File: src/design/fbs_pkg.sv
// Package for the fan bank supervisor: shared types, codes and constants.
// Used by fbs_front, fbs_engine and the top level; no dependencies.
package fbs_pkg;

  localparam int unsigned FANS_DEF = 4;
  localparam int unsigned DUTY_MAX = 1000;

  typedef enum logic [2:0] {
    ACT_SET_DUTY   = 3'd0,
    ACT_SET_ALL    = 3'd1,
    ACT_SET_TARGET = 3'd2,
    ACT_RAMP       = 3'd3,
    ACT_SAFE       = 3'd4,
    ACT_TASK       = 3'd5
  } action_t;

  typedef enum logic [2:0] {
    S_IDLE, S_DIV, S_CMD, S_FAN, S_PCT, S_CMP, S_OUT
  } eng_state_t;

  localparam logic [1:0] ST_OFF = 2'd0;
  localparam logic [1:0] ST_STARTING = 2'd1;
  localparam logic [1:0] ST_RUNNING = 2'd2;
  localparam logic [1:0] ST_ERROR = 2'd3;

  localparam logic [2:0] AC_NONE = 3'd0;
  localparam logic [2:0] AC_IDLE = 3'd1;
  localparam logic [2:0] AC_DETECT = 3'd2;
  localparam logic [2:0] AC_ACCEL = 3'd3;
  localparam logic [2:0] AC_DECEL = 3'd4;
  localparam logic [2:0] AC_RAMP = 3'd5;

  localparam logic [1:0] AL_NONE = 2'd0;
  localparam logic [1:0] AL_WARN = 2'd1;
  localparam logic [1:0] AL_FAULT = 2'd2;

  localparam logic [2:0] REG_RUN_MIN = 3'd0;
  localparam logic [2:0] REG_TIMEOUT = 3'd1;
  localparam logic [2:0] REG_RAMP_INC = 3'd2;
  localparam logic [2:0] REG_RAMP_INT = 3'd3;
  localparam logic [2:0] REG_PWM_TOP = 3'd4;
  localparam logic [2:0] REG_DELTA = 3'd5;
  localparam logic [2:0] REG_FLOOR = 3'd6;

  typedef struct packed {
    logic [2:0]  action;
    logic [1:0]  fan_index;
    logic [9:0]  duty_value;
    logic [15:0] target_speed_in;
    logic [15:0] max_speed_in;
    logic [31:0] time_ms;
    logic [63:0] tach;
    logic [3:0]  tach_present;
  } cmd_t;

  typedef struct packed {
    logic [1:0]  which_fan;
    logic [1:0]  fan_state;
    logic [2:0]  fan_activity;
    logic [1:0]  fan_alert;
    logic [15:0] reported_speed;
    logic [15:0] target_speed;
    logic [6:0]  duty_percent;
    logic [15:0] pwm_compare;
    logic        ramp_running;
    logic        any_fault;
    logic        last_of_run;
  } status_t;

  typedef struct packed {
    logic [15:0] running_min_speed;
    logic [15:0] startup_timeout;
    logic [9:0]  ramp_increment;
    logic [15:0] ramp_interval;
    logic [15:0] pwm_top;
    logic [15:0] speed_delta;
    logic [9:0]  min_duty_floor;
  } cfg_t;

endpackage

File: src/design/fbs_if.sv
// Valid/ready channel interfaces for commands and status results.
// No dependencies.
interface fbs_cmd_if;
  logic valid;
  logic ready;
  logic [2:0]  action;
  logic [1:0]  fan_index;
  logic [9:0]  duty_value;
  logic [15:0] target_speed_in;
  logic [15:0] max_speed_in;
  logic [31:0] time_ms;
  logic [15:0] tach_speed_0;
  logic [15:0] tach_speed_1;
  logic [15:0] tach_speed_2;
  logic [15:0] tach_speed_3;
  logic [3:0]  tach_present;
  modport source (output valid, action, fan_index, duty_value, target_speed_in,
    max_speed_in, time_ms, tach_speed_0, tach_speed_1, tach_speed_2, tach_speed_3,
    tach_present, input ready);
  modport sink (input valid, action, fan_index, duty_value, target_speed_in,
    max_speed_in, time_ms, tach_speed_0, tach_speed_1, tach_speed_2, tach_speed_3,
    tach_present, output ready);
endinterface

interface fbs_stat_if;
  logic valid;
  logic ready;
  logic [1:0]  which_fan;
  logic [1:0]  fan_state;
  logic [2:0]  fan_activity;
  logic [1:0]  fan_alert;
  logic [15:0] reported_speed;
  logic [15:0] target_speed;
  logic [6:0]  duty_percent;
  logic [15:0] pwm_compare;
  logic        ramp_running;
  logic        any_fault;
  logic        last_of_run;
  modport source (output valid, which_fan, fan_state, fan_activity, fan_alert,
    reported_speed, target_speed, duty_percent, pwm_compare, ramp_running,
    any_fault, last_of_run, input ready);
  modport sink (input valid, which_fan, fan_state, fan_activity, fan_alert,
    reported_speed, target_speed, duty_percent, pwm_compare, ramp_running,
    any_fault, last_of_run, output ready);
endinterface

File: src/design/fbs_front.sv
// Front end: accepts commands into a two-entry queue for the engine.
// Depends on fbs_pkg.
module fbs_front (
  input  logic            clk,
  input  logic            rst,
  input  logic            in_valid,
  output logic            in_ready,
  input  fbs_pkg::cmd_t   in_cmd,
  output logic            q_valid,
  input  logic            q_pop,
  output fbs_pkg::cmd_t   q_cmd
);
  fbs_pkg::cmd_t slot [2];
  logic rd_ptr, wr_ptr;
  logic [1:0] count;
  logic push;

  assign in_ready = (count != 2'd2);
  assign push = in_valid && in_ready;
  assign q_valid = (count != 2'd0);
  assign q_cmd = slot[rd_ptr];

  always_ff @(posedge clk) begin
    if (push) slot[wr_ptr] <= in_cmd;
  end

  always_ff @(posedge clk) begin
    if (rst) begin
      rd_ptr <= 1'b0;
      wr_ptr <= 1'b0;
      count <= 2'd0;
    end else begin
      if (push) wr_ptr <= ~wr_ptr;
      if (q_pop) rd_ptr <= ~rd_ptr;
      count <= count + {1'b0, push} - {1'b0, q_pop};
    end
  end
endmodule

File: src/design/fbs_divider.sv
// Restoring serial divider, one quotient bit per cycle.
// No dependencies.
module fbs_divider #(
  parameter int unsigned NW = 32,
  parameter int unsigned DW = 16
) (
  input  logic          clk,
  input  logic          rst,
  input  logic          start,
  input  logic [NW-1:0] num,
  input  logic [DW-1:0] den,
  output logic          done,
  output logic [NW-1:0] quot
);
  localparam int unsigned CW = $clog2(NW + 1);
  logic [DW:0]   rem;
  logic [NW-1:0] q;
  logic [CW-1:0] cnt;
  logic          busy;
  logic [DW:0]   trial;
  logic [DW-1:0] dreg;

  assign trial = {rem[DW-1:0], q[NW-1]};
  assign quot = q;

  always_ff @(posedge clk) begin
    if (rst) begin
      busy <= 1'b0;
      done <= 1'b0;
      cnt <= '0;
    end else begin
      done <= 1'b0;
      if (start) begin
        busy <= 1'b1;
        cnt <= CW'(NW);
      end else if (busy) begin
        cnt <= cnt - 1'b1;
        if (cnt == CW'(1)) begin
          busy <= 1'b0;
          done <= 1'b1;
        end
      end
    end
  end

  always_ff @(posedge clk) begin
    if (start) begin
      rem <= '0;
      q <= num;
      dreg <= den;
    end else if (busy) begin
      if (trial >= {1'b0, dreg}) begin
        rem <= trial - {1'b0, dreg};
        q <= {q[NW-2:0], 1'b1};
      end else begin
        rem <= trial;
        q <= {q[NW-2:0], 1'b0};
      end
    end
  end
endmodule

File: src/design/fbs_engine.sv
// Back end: carries out a command, on a task item updates fan state one fan
// per cycle, then emits one status per fan. Depends on fbs_pkg, fbs_divider.
module fbs_engine #(
  parameter int unsigned FANS = fbs_pkg::FANS_DEF
) (
  input  logic             clk,
  input  logic             rst,
  input  fbs_pkg::cfg_t    cfg,
  input  logic             q_valid,
  output logic             q_pop,
  input  fbs_pkg::cmd_t    q_cmd,
  output logic             out_valid,
  input  logic             out_ready,
  output fbs_pkg::status_t out_stat
);
  localparam int unsigned FW = (FANS > 1) ? $clog2(FANS) : 1;
  // x/1000 = (x>>3)/125; ceil(2^30/125) is exact for x>>3 below 2^24
  localparam logic [23:0] RECIP_125 = 24'd8589935;

  fbs_pkg::eng_state_t st, st_next;
  fbs_pkg::cmd_t cmd;
  logic [FW-1:0] fi;

  logic [9:0]  duty_store [FANS];
  logic [15:0] prev_speed [FANS];
  logic [31:0] cmd_time [FANS];
  logic        seen [FANS];
  logic [1:0]  state_store [FANS];
  logic [2:0]  act_store [FANS];
  logic [1:0]  alert_store [FANS];
  logic [15:0] speed_store [FANS];
  logic [15:0] target_store [FANS];
  logic        ramp_on;
  logic [10:0] ramp_level;
  logic [31:0] ramp_due;

  logic        div_start, div_done;
  logic [31:0] div_num, div_q;
  logic [15:0] div_den;
  logic [9:0]  tgt_duty;
  logic [15:0] cmp_reg;
  logic [6:0]  pct_reg;
  logic [26:0] cmp_prod;
  logic [47:0] cmp_recip;
  logic [16:0] cmp_quot;

  fbs_divider #(.NW(32), .DW(16)) u_div (
    .clk(clk), .rst(rst), .start(div_start), .num(div_num), .den(div_den),
    .done(div_done), .quot(div_q)
  );

  // next state
  always_comb begin
    st_next = st;
    case (st)
      fbs_pkg::S_IDLE: if (q_valid) st_next = fbs_pkg::S_DIV;
      fbs_pkg::S_DIV:
        if (cmd.action != fbs_pkg::ACT_SET_TARGET || div_done) st_next = fbs_pkg::S_CMD;
      fbs_pkg::S_CMD:
        st_next = (cmd.action == fbs_pkg::ACT_TASK) ? fbs_pkg::S_FAN : fbs_pkg::S_PCT;
      fbs_pkg::S_FAN: if (fi == FW'(FANS - 1)) st_next = fbs_pkg::S_PCT;
      fbs_pkg::S_PCT: st_next = fbs_pkg::S_CMP;
      fbs_pkg::S_CMP: st_next = fbs_pkg::S_OUT;
      fbs_pkg::S_OUT:
        if (out_ready) st_next = (fi == FW'(FANS - 1)) ? fbs_pkg::S_IDLE : fbs_pkg::S_PCT;
      default: st_next = fbs_pkg::S_IDLE;
    endcase
  end

  // outputs
  always_comb begin
    q_pop = (st == fbs_pkg::S_IDLE) && q_valid;
    out_valid = (st == fbs_pkg::S_OUT);
  end

  always_ff @(posedge clk) begin
    if (rst) st <= fbs_pkg::S_IDLE;
    else st <= st_next;
  end

  // divider runs only for the target duty of set-target commands
  always_comb begin
    div_start = q_pop && (q_cmd.action == fbs_pkg::ACT_SET_TARGET);
    div_num = {16'd0, q_cmd.target_speed_in} * 32'd1000;
    div_den = q_cmd.max_speed_in;
  end

  always_comb begin
    tgt_duty = 10'd1000;
    if (div_q < {22'd0, cfg.min_duty_floor}) tgt_duty = cfg.min_duty_floor;
    else if (div_q <= 32'd1000) tgt_duty = div_q[9:0];
    if (tgt_duty > 10'd1000) tgt_duty = 10'd1000;
  end
  logic [9:0] tgt_latched;

  logic [9:0] dclamp;
  assign dclamp = (cmd.duty_value > 10'd1000) ? 10'd1000 : cmd.duty_value;
  logic [9:0] rclamp;
  assign rclamp = (ramp_level > 11'd1000) ? 10'd1000 : ramp_level[9:0];

  assign cmp_recip = {24'd0, cmp_prod[26:3]} * {24'd0, RECIP_125};
  assign cmp_quot = cmp_recip[46:30];

  // per-fan update signals
  logic [15:0] tach_f, prev_f, sum_w;
  logic        pres_f;
  logic [16:0] tsum;
  logic [31:0] elapsed;
  assign tach_f = cmd.tach[16*fi +: 16];
  assign pres_f = cmd.tach_present[fi];
  assign prev_f = prev_speed[fi];
  assign sum_w = prev_f + cfg.speed_delta;
  assign tsum = {1'b0, tach_f} + {1'b0, cfg.speed_delta};
  assign elapsed = cmd.time_ms - cmd_time[fi];

  logic fault;
  always_comb begin
    fault = 1'b0;
    for (int i = 0; i < FANS; i++) if (state_store[i] == fbs_pkg::ST_ERROR) fault = 1'b1;
  end

  always_ff @(posedge clk) begin
    if (q_pop) cmd <= q_cmd;
    if (st == fbs_pkg::S_DIV && div_done) tgt_latched <= tgt_duty;
    if (st == fbs_pkg::S_PCT) begin
      cmp_prod <= ({11'd0, cfg.pwm_top} + 27'd1) * {17'd0, duty_store[fi]};
      pct_reg <= (duty_store[fi] >= 10'd995) ? 7'd100 :
                 7'((({8'd0, duty_store[fi]} + 18'd5) * 18'd205) >> 11);
    end
    if (st == fbs_pkg::S_CMP)
      cmp_reg <= (cmp_quot > {1'b0, cfg.pwm_top}) ? cfg.pwm_top : cmp_quot[15:0];
  end

  always_ff @(posedge clk) begin
    if (rst) begin
      fi <= '0;
      ramp_on <= 1'b0;
      ramp_level <= '0;
      ramp_due <= '0;
      for (int i = 0; i < FANS; i++) begin
        duty_store[i] <= '0; prev_speed[i] <= '0; cmd_time[i] <= '0;
        seen[i] <= 1'b0; state_store[i] <= fbs_pkg::ST_OFF;
        act_store[i] <= fbs_pkg::AC_NONE; alert_store[i] <= fbs_pkg::AL_NONE;
        speed_store[i] <= '0; target_store[i] <= '0;
      end
    end else begin
      case (st)
        fbs_pkg::S_IDLE: fi <= '0;
        fbs_pkg::S_CMD: begin
          case (cmd.action)
            fbs_pkg::ACT_SET_DUTY: if ({30'd0, cmd.fan_index} < 32'(FANS)) begin
              duty_store[FW'(cmd.fan_index)] <= dclamp;
              cmd_time[FW'(cmd.fan_index)] <= cmd.time_ms;
              if (dclamp == 10'd0) begin
                seen[FW'(cmd.fan_index)] <= 1'b0;
                target_store[FW'(cmd.fan_index)] <= '0;
              end
            end
            fbs_pkg::ACT_SET_ALL: begin
              if (ramp_on && {1'b0, dclamp} != ramp_level) ramp_on <= 1'b0;
              for (int i = 0; i < FANS; i++) begin
                duty_store[i] <= dclamp;
                cmd_time[i] <= cmd.time_ms;
                if (dclamp == 10'd0) begin
                  seen[i] <= 1'b0;
                  target_store[i] <= '0;
                end
              end
            end
            fbs_pkg::ACT_SET_TARGET: if ({30'd0, cmd.fan_index} < 32'(FANS)) begin
              cmd_time[FW'(cmd.fan_index)] <= cmd.time_ms;
              if (cmd.target_speed_in == 16'd0 || cmd.max_speed_in == 16'd0) begin
                duty_store[FW'(cmd.fan_index)] <= '0;
                seen[FW'(cmd.fan_index)] <= 1'b0;
                target_store[FW'(cmd.fan_index)] <= '0;
              end else begin
                duty_store[FW'(cmd.fan_index)] <= tgt_latched;
                // zero floor can still yield a zero duty, which acts as a stop
                if (tgt_latched == 10'd0) begin
                  seen[FW'(cmd.fan_index)] <= 1'b0;
                  target_store[FW'(cmd.fan_index)] <= '0;
                end else begin
                  target_store[FW'(cmd.fan_index)] <= cmd.target_speed_in;
                end
              end
            end
            fbs_pkg::ACT_RAMP: begin
              ramp_on <= 1'b1;
              ramp_level <= '0;
              ramp_due <= cmd.time_ms;
            end
            fbs_pkg::ACT_SAFE: begin
              ramp_on <= 1'b0;
              for (int i = 0; i < FANS; i++) begin
                duty_store[i] <= '0;
                cmd_time[i] <= cmd.time_ms;
                seen[i] <= 1'b0;
                target_store[i] <= '0;
              end
            end
            fbs_pkg::ACT_TASK: if (ramp_on && cmd.time_ms >= ramp_due) begin
              for (int i = 0; i < FANS; i++) begin
                duty_store[i] <= rclamp;
                cmd_time[i] <= cmd.time_ms;
                if (rclamp == 10'd0) begin
                  seen[i] <= 1'b0;
                  target_store[i] <= '0;
                end
              end
              if (ramp_level >= 11'd1000) ramp_on <= 1'b0;
              else begin
                ramp_level <= ramp_level + {1'b0, cfg.ramp_increment};
                ramp_due <= cmd.time_ms + {16'd0, cfg.ramp_interval};
              end
            end
            default: ;
          endcase
        end
        fbs_pkg::S_FAN: begin
          alert_store[fi] <= fbs_pkg::AL_NONE;
          if (duty_store[fi] == 10'd0) begin
            state_store[fi] <= fbs_pkg::ST_OFF;
            act_store[fi] <= fbs_pkg::AC_NONE;
            speed_store[fi] <= '0;
            target_store[fi] <= '0;
            prev_speed[fi] <= '0;
          end else begin
            speed_store[fi] <= tach_f;
            prev_speed[fi] <= tach_f;
            if (pres_f && tach_f >= cfg.running_min_speed) begin
              state_store[fi] <= fbs_pkg::ST_RUNNING;
              seen[fi] <= 1'b1;
              if (tach_f > sum_w)
                act_store[fi] <= ramp_on ? fbs_pkg::AC_RAMP : fbs_pkg::AC_ACCEL;
              else if (prev_f > cfg.speed_delta && tsum < {1'b0, prev_f})
                act_store[fi] <= fbs_pkg::AC_DECEL;
              else
                act_store[fi] <= fbs_pkg::AC_IDLE;
            end else if (elapsed <= {16'd0, cfg.startup_timeout}) begin
              state_store[fi] <= fbs_pkg::ST_STARTING;
              act_store[fi] <= fbs_pkg::AC_DETECT;
            end else begin
              state_store[fi] <= fbs_pkg::ST_ERROR;
              act_store[fi] <= fbs_pkg::AC_DETECT;
              alert_store[fi] <= seen[fi] ? fbs_pkg::AL_FAULT : fbs_pkg::AL_WARN;
            end
          end
          fi <= (fi == FW'(FANS - 1)) ? '0 : FW'(fi + 1'b1);
        end
        fbs_pkg::S_OUT: if (out_ready) fi <= (fi == FW'(FANS - 1)) ? '0 : FW'(fi + 1'b1);
        default: ;
      endcase
    end
  end

  always_comb begin
    out_stat.which_fan = 2'(fi);
    out_stat.fan_state = state_store[fi];
    out_stat.fan_activity = act_store[fi];
    out_stat.fan_alert = alert_store[fi];
    out_stat.reported_speed = speed_store[fi];
    out_stat.target_speed = target_store[fi];
    out_stat.duty_percent = pct_reg;
    out_stat.pwm_compare = cmp_reg;
    out_stat.ramp_running = ramp_on;
    out_stat.any_fault = fault;
    out_stat.last_of_run = (fi == FW'(FANS - 1));
  end
endmodule

File: src/design/fan_bank_supervisor_top.sv
// Top level of the fan bank supervisor: configuration registers, command
// queue and engine. Depends on fbs_pkg, fbs_if, fbs_front, fbs_engine.
//
// In the engine each command is taken from the queue, passes the divider
// state and is carried out, then per fan the duty product, the PWM compare
// and the status are produced in turn. A task item first updates the fans
// one at a time, and a set-target command waits in the divider state for the
// serial divider that computes its duty. A two-entry command queue accepts
// new commands while the engine works, and statuses leave one per transfer,
// fan 0 first.
module fan_bank_supervisor_top #(
  parameter int unsigned FANS = fbs_pkg::FANS_DEF
) (
  input  logic        clk,
  input  logic        rst,
  input  logic        cfg_we,
  input  logic [2:0]  cfg_index,
  input  logic [15:0] cfg_data,
  fbs_cmd_if.sink     cmd,
  fbs_stat_if.source  stat
);
  fbs_pkg::cfg_t cfg;
  fbs_pkg::cmd_t in_cmd, q_cmd;
  fbs_pkg::status_t st;
  logic q_valid, q_pop;

  always_ff @(posedge clk) begin
    if (rst) begin
      cfg.running_min_speed <= 16'd200;
      cfg.startup_timeout <= 16'd1500;
      cfg.ramp_increment <= 10'd50;
      cfg.ramp_interval <= 16'd250;
      cfg.pwm_top <= 16'd319;
      cfg.speed_delta <= 16'd50;
      cfg.min_duty_floor <= 10'd150;
    end else if (cfg_we) begin
      case (cfg_index)
        fbs_pkg::REG_RUN_MIN: cfg.running_min_speed <= cfg_data;
        fbs_pkg::REG_TIMEOUT: cfg.startup_timeout <= cfg_data;
        fbs_pkg::REG_RAMP_INC: cfg.ramp_increment <= cfg_data[9:0];
        fbs_pkg::REG_RAMP_INT: cfg.ramp_interval <= cfg_data;
        fbs_pkg::REG_PWM_TOP: cfg.pwm_top <= cfg_data;
        fbs_pkg::REG_DELTA: cfg.speed_delta <= cfg_data;
        fbs_pkg::REG_FLOOR: cfg.min_duty_floor <= cfg_data[9:0];
        default: ;
      endcase
    end
  end

  always_comb begin
    in_cmd.action = cmd.action;
    in_cmd.fan_index = cmd.fan_index;
    in_cmd.duty_value = cmd.duty_value;
    in_cmd.target_speed_in = cmd.target_speed_in;
    in_cmd.max_speed_in = cmd.max_speed_in;
    in_cmd.time_ms = cmd.time_ms;
    in_cmd.tach = {cmd.tach_speed_3, cmd.tach_speed_2, cmd.tach_speed_1,
                   cmd.tach_speed_0};
    in_cmd.tach_present = cmd.tach_present;
  end

  fbs_front u_front (
    .clk(clk), .rst(rst), .in_valid(cmd.valid), .in_ready(cmd.ready),
    .in_cmd(in_cmd), .q_valid(q_valid), .q_pop(q_pop), .q_cmd(q_cmd)
  );

  fbs_engine #(.FANS(FANS)) u_engine (
    .clk(clk), .rst(rst), .cfg(cfg), .q_valid(q_valid), .q_pop(q_pop),
    .q_cmd(q_cmd), .out_valid(stat.valid), .out_ready(stat.ready), .out_stat(st)
  );

  assign stat.which_fan = st.which_fan;
  assign stat.fan_state = st.fan_state;
  assign stat.fan_activity = st.fan_activity;
  assign stat.fan_alert = st.fan_alert;
  assign stat.reported_speed = st.reported_speed;
  assign stat.target_speed = st.target_speed;
  assign stat.duty_percent = st.duty_percent;
  assign stat.pwm_compare = st.pwm_compare;
  assign stat.ramp_running = st.ramp_running;
  assign stat.any_fault = st.any_fault;
  assign stat.last_of_run = st.last_of_run;
endmodule

File: src/flat_wrapper.sv
// flat-port wrapper written by rule: the top's interface ports become plain ports
module fan_bank_supervisor_top_flat 
#(
  parameter int unsigned FANS = fbs_pkg::FANS_DEF
)
  (clk, rst, cfg_we, cfg_index, cfg_data, cmd_valid, cmd_action, cmd_fan_index, cmd_duty_value, cmd_target_speed_in, cmd_max_speed_in, cmd_time_ms, cmd_tach_speed_0, cmd_tach_speed_1, cmd_tach_speed_2, cmd_tach_speed_3, cmd_tach_present, cmd_ready, stat_valid, stat_which_fan, stat_fan_state, stat_fan_activity, stat_fan_alert, stat_reported_speed, stat_target_speed, stat_duty_percent, stat_pwm_compare, stat_ramp_running, stat_any_fault, stat_last_of_run, stat_ready);
  fbs_cmd_if cmd_i ();
  fbs_stat_if stat_i ();
  input  logic clk;
  input  logic rst;
  input  logic cfg_we;
  input  logic [2:0] cfg_index;
  input  logic [15:0] cfg_data;
  input wire logic [$bits(cmd_i.valid)-1:0] cmd_valid;
  input wire logic [$bits(cmd_i.action)-1:0] cmd_action;
  input wire logic [$bits(cmd_i.fan_index)-1:0] cmd_fan_index;
  input wire logic [$bits(cmd_i.duty_value)-1:0] cmd_duty_value;
  input wire logic [$bits(cmd_i.target_speed_in)-1:0] cmd_target_speed_in;
  input wire logic [$bits(cmd_i.max_speed_in)-1:0] cmd_max_speed_in;
  input wire logic [$bits(cmd_i.time_ms)-1:0] cmd_time_ms;
  input wire logic [$bits(cmd_i.tach_speed_0)-1:0] cmd_tach_speed_0;
  input wire logic [$bits(cmd_i.tach_speed_1)-1:0] cmd_tach_speed_1;
  input wire logic [$bits(cmd_i.tach_speed_2)-1:0] cmd_tach_speed_2;
  input wire logic [$bits(cmd_i.tach_speed_3)-1:0] cmd_tach_speed_3;
  input wire logic [$bits(cmd_i.tach_present)-1:0] cmd_tach_present;
  output wire logic [$bits(cmd_i.ready)-1:0] cmd_ready;
  output wire logic [$bits(stat_i.valid)-1:0] stat_valid;
  output wire logic [$bits(stat_i.which_fan)-1:0] stat_which_fan;
  output wire logic [$bits(stat_i.fan_state)-1:0] stat_fan_state;
  output wire logic [$bits(stat_i.fan_activity)-1:0] stat_fan_activity;
  output wire logic [$bits(stat_i.fan_alert)-1:0] stat_fan_alert;
  output wire logic [$bits(stat_i.reported_speed)-1:0] stat_reported_speed;
  output wire logic [$bits(stat_i.target_speed)-1:0] stat_target_speed;
  output wire logic [$bits(stat_i.duty_percent)-1:0] stat_duty_percent;
  output wire logic [$bits(stat_i.pwm_compare)-1:0] stat_pwm_compare;
  output wire logic [$bits(stat_i.ramp_running)-1:0] stat_ramp_running;
  output wire logic [$bits(stat_i.any_fault)-1:0] stat_any_fault;
  output wire logic [$bits(stat_i.last_of_run)-1:0] stat_last_of_run;
  input wire logic [$bits(stat_i.ready)-1:0] stat_ready;
  assign cmd_i.valid = cmd_valid;
  assign cmd_i.action = cmd_action;
  assign cmd_i.fan_index = cmd_fan_index;
  assign cmd_i.duty_value = cmd_duty_value;
  assign cmd_i.target_speed_in = cmd_target_speed_in;
  assign cmd_i.max_speed_in = cmd_max_speed_in;
  assign cmd_i.time_ms = cmd_time_ms;
  assign cmd_i.tach_speed_0 = cmd_tach_speed_0;
  assign cmd_i.tach_speed_1 = cmd_tach_speed_1;
  assign cmd_i.tach_speed_2 = cmd_tach_speed_2;
  assign cmd_i.tach_speed_3 = cmd_tach_speed_3;
  assign cmd_i.tach_present = cmd_tach_present;
  assign cmd_ready = cmd_i.ready;
  assign stat_valid = stat_i.valid;
  assign stat_which_fan = stat_i.which_fan;
  assign stat_fan_state = stat_i.fan_state;
  assign stat_fan_activity = stat_i.fan_activity;
  assign stat_fan_alert = stat_i.fan_alert;
  assign stat_reported_speed = stat_i.reported_speed;
  assign stat_target_speed = stat_i.target_speed;
  assign stat_duty_percent = stat_i.duty_percent;
  assign stat_pwm_compare = stat_i.pwm_compare;
  assign stat_ramp_running = stat_i.ramp_running;
  assign stat_any_fault = stat_i.any_fault;
  assign stat_last_of_run = stat_i.last_of_run;
  assign stat_i.ready = stat_ready;
  fan_bank_supervisor_top #(.FANS(FANS)) u_core (.clk(clk), .rst(rst), .cfg_we(cfg_we), .cfg_index(cfg_index), .cfg_data(cfg_data), .cmd(cmd_i), .stat(stat_i));
endmodule
File: config.mk
export PLATFORM = sky130hd
export DESIGN_NAME = fan_bank_supervisor_top_flat
export DESIGN_NICKNAME = d
export VERILOG_FILES = /design/src/design/fbs_pkg.sv /design/src/design/fbs_if.sv /design/src/design/fbs_front.sv /design/src/design/fbs_divider.sv /design/src/design/fbs_engine.sv /design/src/design/fan_bank_supervisor_top.sv /design/src/flat_wrapper.sv
export SDC_FILE = /design/constraint.sdc
export NUM_CORES = 2
export LEC_CHECK = 0
export BUFFER_PORTS_ARGS = -buffer_cell sky130_fd_sc_hd__buf_4
export CELL_PAD_IN_SITES_DETAIL_PLACEMENT = 0
export CELL_PAD_IN_SITES_GLOBAL_PLACEMENT = 2
export CORE_MARGIN = 8
export CORE_UTILIZATION = 39
export DETAILED_ROUTE_END_ITERATION = 10
export GPL_TIMING_DRIVEN = 1
export PLACE_DENSITY = 0.88
export SLEW_MARGIN = 20
export SYNTH_ARGS = -nofsm -noshare
export SYNTH_HDL_FRONTEND = slang
export SYNTH_SLANG_ARGS = --single-unit
File: constraint.sdc
create_clock -name clk -period 13.8 [get_ports clk]
set_input_delay 0.69 -clock clk [delete_from_list [all_inputs] [get_ports clk]]
set_output_delay 0.69 -clock clk [all_outputs]
set_load 0.05 [all_outputs]
### After elaboration in Yosys (flattened, before gate mapping)

Memories as Yosys holds them, arrays and structs flattened. A register that Yosys moved wholly into a read port is not among the register bits.
Cells that the tools add are included.

* register bits after elaboration: 432
* memories: 10
* input bits: 171
* memory bits (writable): 686

* multipliers: 4
* equality and inequality tests: 35
* muxes and demuxes: 273
* $lt $le $gt $ge: 16
* shift operators: 1
* $add $sub $neg: 12
* bitwise logic cells: 70
* reduce and logical (&&, ||, !) cells: 48

Memories
* u_core.u_front.slot: words 2, bits a word 147, rd ports 1, clocked after Yosys merged registers in 1, wr ports 1, RTL line fbs_front.sv:13 `fbs_pkg::cmd_t slot [2];`
* u_core.u_engine.cmd_time: words 4, bits a word 32, rd ports 1, clocked after Yosys merged registers in 1, wr ports 4, RTL line fbs_engine.sv:26 `logic [31:0] cmd_time [FANS];`
* u_core.u_engine.prev_speed: words 4, bits a word 16, rd ports 1, clocked after Yosys merged registers in 1, wr ports 4, RTL line fbs_engine.sv:25 `logic [15:0] prev_speed [FANS];`
* u_core.u_engine.speed_store: words 4, bits a word 16, rd ports 1, clocked after Yosys merged registers in 1, wr ports 4, RTL line fbs_engine.sv:31 `logic [15:0] speed_store [FANS];`
* u_core.u_engine.target_store: words 4, bits a word 16, rd ports 1, clocked after Yosys merged registers in 1, wr ports 4, RTL line fbs_engine.sv:32 `logic [15:0] target_store [FANS];`
* u_core.u_engine.duty_store: words 4, bits a word 10, rd ports 1, clocked after Yosys merged registers in 1, wr ports 4, RTL line fbs_engine.sv:24 `logic [9:0] duty_store [FANS];`
* +4 memories

Operators with widths (count)
* 32-bit 2-to-1 mux: 16
* 16-bit 2-to-1 mux: 23
* 10-bit 2-to-1 mux: 19
* 1-bit 2-to-1 mux: 152
* 2-bit 2-to-1 mux: 38
* 1-bit OR: 67
* 32-bit one-hot mux with 2 select lines: 1
* 16-bit OR reduction: 4
* 64-bit by 7-bit indexed part select with 16-bit output: 1
* 26-bit 2-to-1 mux: 2
* 24-bit by 24-bit multiplier with 47-bit output (second input constant): 1
* 10-bit zero test: 4
* 3-bit 2-to-1 mux: 13
* 32-bit by 16-bit adder with 32-bit output: 1
* 32-bit >= comparator: 1
* 16-bit greater-than comparator: 2
* 32-bit by 10-bit less-or-equal comparator with 1-bit output (second input constant): 1
* 32-bit by 16-bit less-or-equal comparator with 1-bit output: 1
* 16-bit zero test: 2
* 32-bit by 10-bit less-than comparator with 1-bit output: 1
* 32-bit OR reduction: 1
* 32-bit subtractor: 1
* 17-bit by 10-bit multiplier with 27-bit output: 1
* 3-bit equality test (second input constant): 8
* other kinds (50): 98

### Longest topological paths before layout

* depth after elaboration: 17
* mapped depth: 33

### Cells and area by module

Synthesis repeated with hierarchy kept, for this count alone.

* cells, all modules: 5941
* area total of the unflattened synthesis: 68543.2 um^2

Modules (own cells, without submodules)
* fbs_engine: area each 50040.5 um^2, times used 1, cells an instance 4762
* fbs_front: area each 10855.4 um^2, times used 1, cells an instance 485
* fan_bank_supervisor_top: area each 3900.0 um^2, times used 1, cells an instance 360
* fbs_divider: area each 3747.3 um^2, times used 1, cells an instance 334

### Worst setup path after synthesis

OpenSTA, ideal clock, no wires.

* path type: reg2reg
* start: register u_core.u_engine.st[2]
* end: register u_core.u_engine.u_div.dreg[0], enable pin
* required time: 13.413 ns
* cell stages (with the launch flop): 7
* setup slack: 0.768 ns
* data arrival time: 12.646 ns
* cell sequence: dfxtp_1 nor2_1 inv_1 nor3_1 nand2_1 clkinv_1 buf_1

* cells in the longest elaborated chain, start to end: 3

RTL lines
* from (decl): RTL line fbs_engine.sv:20 `fbs_pkg::eng_state_t st, st_next;`
* from (signal assigned): RTL line fbs_engine.sv:77 `if (rst) st <= fbs_pkg::S_IDLE;`
* from (signal assigned): RTL line fbs_engine.sv:78 `else st <= st_next;`
* 3-bit zero test: RTL line fbs_engine.sv:72 `q_pop = (st == fbs_pkg::S_IDLE) && q_valid;`
* 1-bit logical AND: RTL line fbs_engine.sv:72
* named net u_core.q_pop: RTL line fan_bank_supervisor_top.sv:25 `logic q_valid, q_pop;`
* 1-bit logical AND: RTL line fbs_engine.sv:83 `div_start = q_pop && (q_cmd.action == fbs_pkg::ACT_SET_TARGET);`
* named net u_core.u_engine.div_start: RTL line fbs_engine.sv:37 `logic div_start, div_done;`
* to (signal assigned): RTL line fbs_divider.sv:50 `dreg <= den;`
* to (decl): RTL line fbs_divider.sv:21 `logic [DW-1:0] dreg;`

The timed path passes the listed nets, and every way through them passes these cells.
A chain may end at the register's enable or synchronous reset.

### Final worst setup path

* start: register u_core.u_engine.cmp_prod[18]
* end: register u_core.u_engine.cmp_reg[12] (data pin)

* cells in the longest elaborated chain, start to end: 3

RTL lines
* from (decl): RTL line fbs_engine.sv:43 `logic [26:0] cmp_prod;`
* from (signal assigned): RTL line fbs_engine.sv:126 `cmp_prod <= ({11'd0, cfg.pwm_top} + 27'd1) * {17'd0, duty_store[fi]};`
* 24-bit by 24-bit multiplier with 47-bit output *: RTL line fbs_engine.sv:101 `assign cmp_recip = {24'd0, cmp_prod[26:3]} * {24'd0, RECIP_125};`
* 17-bit by 16-bit greater-than comparator with 1-bit output: RTL line fbs_engine.sv:131 `cmp_reg <= (cmp_quot > {1'b0, cfg.pwm_top}) ? cfg.pwm_top : cmp_quot[15:0];`
* 16-bit 2-to-1 mux *: RTL line fbs_engine.sv:131
* to (signal assigned): RTL line fbs_engine.sv:131
* to (decl): RTL line fbs_engine.sv:41 `logic [15:0] cmp_reg;`

Mark *: on every way between the ends. The rest lies on a longest branch, timed or not.

==> metrics.md <==
| Metric | Value |
|---|---|
| Overall Power | `19.9 mW` |
| Worst path required time | `14.26 ns` |
| Maximum vdd ir drop | `0.443 mV` |
| Net Sw Frac | `45.0%` |
| CTS Sinks | `1054` |
| Largest register by flop count | `u_core.u_front.slot` |
| Leakage | `31.4 nW` |
| Worst Path Arrival | `9.54 ns` |
| Hold Path Class | `primary input to register` |
| Status | `completed` |
| Max FFs per register | `around 290` |
| 1st-iter DRT viols | `2726` |
| Fin. Hold Viols | `0` |
| Syn Area/Cell | `11.3 um2` |
| First-pass GRT wire length | `roughly 270000 um` |
| Sum Neg Setup Slack | `0 ns` |
| Synth Warn # | `0` |
| Mapped cell area | `0.0681 mm2` |
| Syn Inst Count | `6042` |
| Final worst slack | `4.72 ns` |
| Biggest regs | `u_core.u_front.slot (294), u_core.u_engine.cmd (147), u_core.u_engine.cmd_time (128)` |
| Routed len/inst | `20.4 um` |
| Sw power | `between 8 and 9 mW` |
| DRT Pass-1 Iters | `6` |
| CTS Root Cell | `clkbuf_16` |
| Clk buf depth | `3` |
| Vias in the first global route | `46500` |
| Most frequent cell after synthesis | `edfxtp_1` |
| Syn nets | `7258` |
| Ys flop type | `edfxtp_1` |
| Top post-synthesis cells by area | `edfxtp_1 35%, ha_1 12%, fa_1 11%, dfxtp_1 7.6%, inv_1 4.2%` |
| Ports | `240` |
| Total internal power | `11.0 mW` |
| Placed Instances | `roughly 8500` |
| Critical Path Max Stage Delay | `0.66 ns` |
| Clock Latency Late Sink | `0.75 ns` |
| Clk_skew | `0.0540 ns` |
| Area Growth Syn to Fin | `12.4%` |
| Fill count | `16100` |
| RD Place Congestion | `0.863` |
| Global route overflow | `0` |
| Die area | `roughly 0.19 mm2` |
| Critical path type | `register to register` |
| Largest net degree at the start of global routing | `148` |
| Final net count | `around 7500` |
| Worst rel slew slack | `21.2%` |
| Initial core utilization | `just under 40%` |
| Sequential share of the synthesized area | `42.7%` |
| Post-synth cell types | `99` |
| Power Density | `260 mW/mm2` |
| CP Launch Type | `register` |
| Proportion of layout cells with a drive suffix above 1 | `12.7%` |
| RSZ-0062 raised after global routing | `false` |
| Final worst path period share | `65.8%` |
| Top post-synthesis cells by count | `797 x edfxtp_1, 755 x inv_1, 672 x ha_1` |
| Die width | `434 um` |
| Number of synthesized flops with an enable pin | `797` |
| Detailed Place HPWL | `131000 um` |
| Fin crit period | `9.08 ns` |
| Residual DRC | `0` |
| Critical Path Sink Type | `register` |
| Share of the synthesized area in the top cell type | `between 30% and 40%` |
| Postcts setup bufs | `0` |
| Max Cap Viol | `0` |
| CTS clk-pin slew, worst paths | `0.06 ns` |
| Post-DR vias/cell | `5.21` |
| Post-Route WL | `177000 um` |
| Worst slack at placement | `4.74 ns` |
| Antenna Violating Nets Remaining | `0` |
| CTS tree | `built` |
| Clk network pwr share | `approximately 16%` |
| CORE AREA | `around 0.17 mm2` |
| Fin. max-slew vios | `0` |
| Crit path max-delay cell type | `edfxtp_1` |
| Global Route Usage Sum | `18.4%` |
| Non-Filler Instances | `just under 9000` |
| Number of I/O port buffers | `239` |
| Critical Path Fanout Max | `16` |
| Seq pwr share | `22.0%` |
| Area leader, netlist | `edfxtp_1` |
| Synth Register Bits | `1054` |
| Final Setup Violations | `0` |
| Resize count post-CTS | `0` |
| Slew at the pin with the worst max-slew slack | `~1.2 ns` |
| Initial antenna violation count | `7` |
| Cts hold-fix bufs | `0` |
| Height of the die | `between 400 and 500 um` |
| Via count | `45200` |
| Max Clock Freq | `about 110 MHz` |
| # rows | `153` |
| Gate power share | `62.2%` |
| Number of CTS-inserted buffers | `107` |
| Post-synth ARST share | `0%` |
| CTS H-tree depth | `3` |
[cell usage in the layout, fill, tap and decap left out, drive strengths merged, types with 29 or more instances in the layout]
cell / count
a21o: 103
clkbuf: 128
edfxtp: 797
nor4: 32
dfxtp: 257
nand2b: 41
nand2: 465
nor2: 506
mux4: 95
inv: 762
o21a: 32
a21oi: 285
o21ai: 147
nor3: 65
mux2: 164
and2: 30
o221ai: 29
nor2b: 164
buf: 302
xnor2: 144
fa: 373
nand4: 46
a211oi: 58
a31oi: 81
ha: 672
nand3: 98
mux2i: 35
clkinv: 44
and3: 36
xor2: 65
[cell type report]
cell class	count	area, um2	area share (%)
multi-input combinational	4034	35500	46.4
sequential	1054	29100	38.0
tap	2325	2910	3.80
inverter	757	2840	3.71
clock buffer	128	2820	3.68
timing repair buffer	302	2320	3.03
clock inverter	74	1040	1.35
antenna	3	7.51	0.00981
[layer usage]
layer  up-vias  part of all wire (%)  GRT usage, %
met2      1045                    49          31.9
met1     22300                    43          23.7
met5         -                     0             0
met4         0                   3.6          6.56
li1      21600                     -             -
met3       244                   4.4          2.29
[power groups by stage]
| stage | combinational (mW) | clock (mW) | sequential (mW) |
|---|---|---|---|
| after global placement | 12.2 | 0 | 4.44 |
| after global routing | 14.1 | 3.33 | 4.45 |
| after floorplan | 9.17 | 0 | 4.41 |
| final | 12.4 | 3.14 | 4.40 |
| after detailed placement | 12.4 | 0 | 4.46 |
| after CTS | 12.5 | 3.22 | 4.40 |
[worst max-delay path: cells and delay by family, from the launching register on]
family,cells,cell delay [ns]
adders and majority gates,9,3.99
AOI/OAI and AO/OA,8,2.56
and+or+nand+nor,5,0.87
DFF,1,0.66
muxes,1,0.42
buffers and inverters,6,0.28
[cell families (layout without fill, tap and decap cells)]
kind of cell | Yosys count | count (layout) | share of synthesized area, %
DFF | 1054 | 1054 | 42.7
AOI/OAI and AO/OA | 921 | 921 | 8.87
and+or+nand+nor | 1565 | 1565 | 10.7
xor gates and xnor gates | 209 | 209 | 2.69
muxes | 294 | 294 | 6.37
other | 0 | 3 | 0
adders and majority gates | 1045 | 1045 | 23.3
buffers and inverters | 954 | 1261 | 5.33
[path summary, 6_finish.rpt]
check	start	to	slack [ns]	cells after the start
worst min register to register	u_core.cfg[89]	u_core.cfg[89]	0.46	2
worst max register to register	u_core.u_engine.cmp_prod[18]	u_core.u_engine.cmp_reg[12]	4.72	29
worst max-delay path	u_core.u_engine.cmp_prod[18]	u_core.u_engine.cmp_reg[12]	4.72	29
worst min-delay path	cmd_max_speed_in[2]	u_core.u_front.slot[0][102]	0.12	1
[metrics by stage]
step | hold WS [ns] | util (%) | cell area [um2]
final | 0.119 | 44.1 | 76600
after floorplan | 0.436 | - | 68100
after global routing | 0.0732 | 44.1 | 76600
after CTS | 0.0543 | 44.0 | 76500
after global placement | 0.444 | 41.8 | 72600
after detailed placement | 0.448 | 41.8 | 72600
Note: power is estimated with default switching activity, not from simulation.
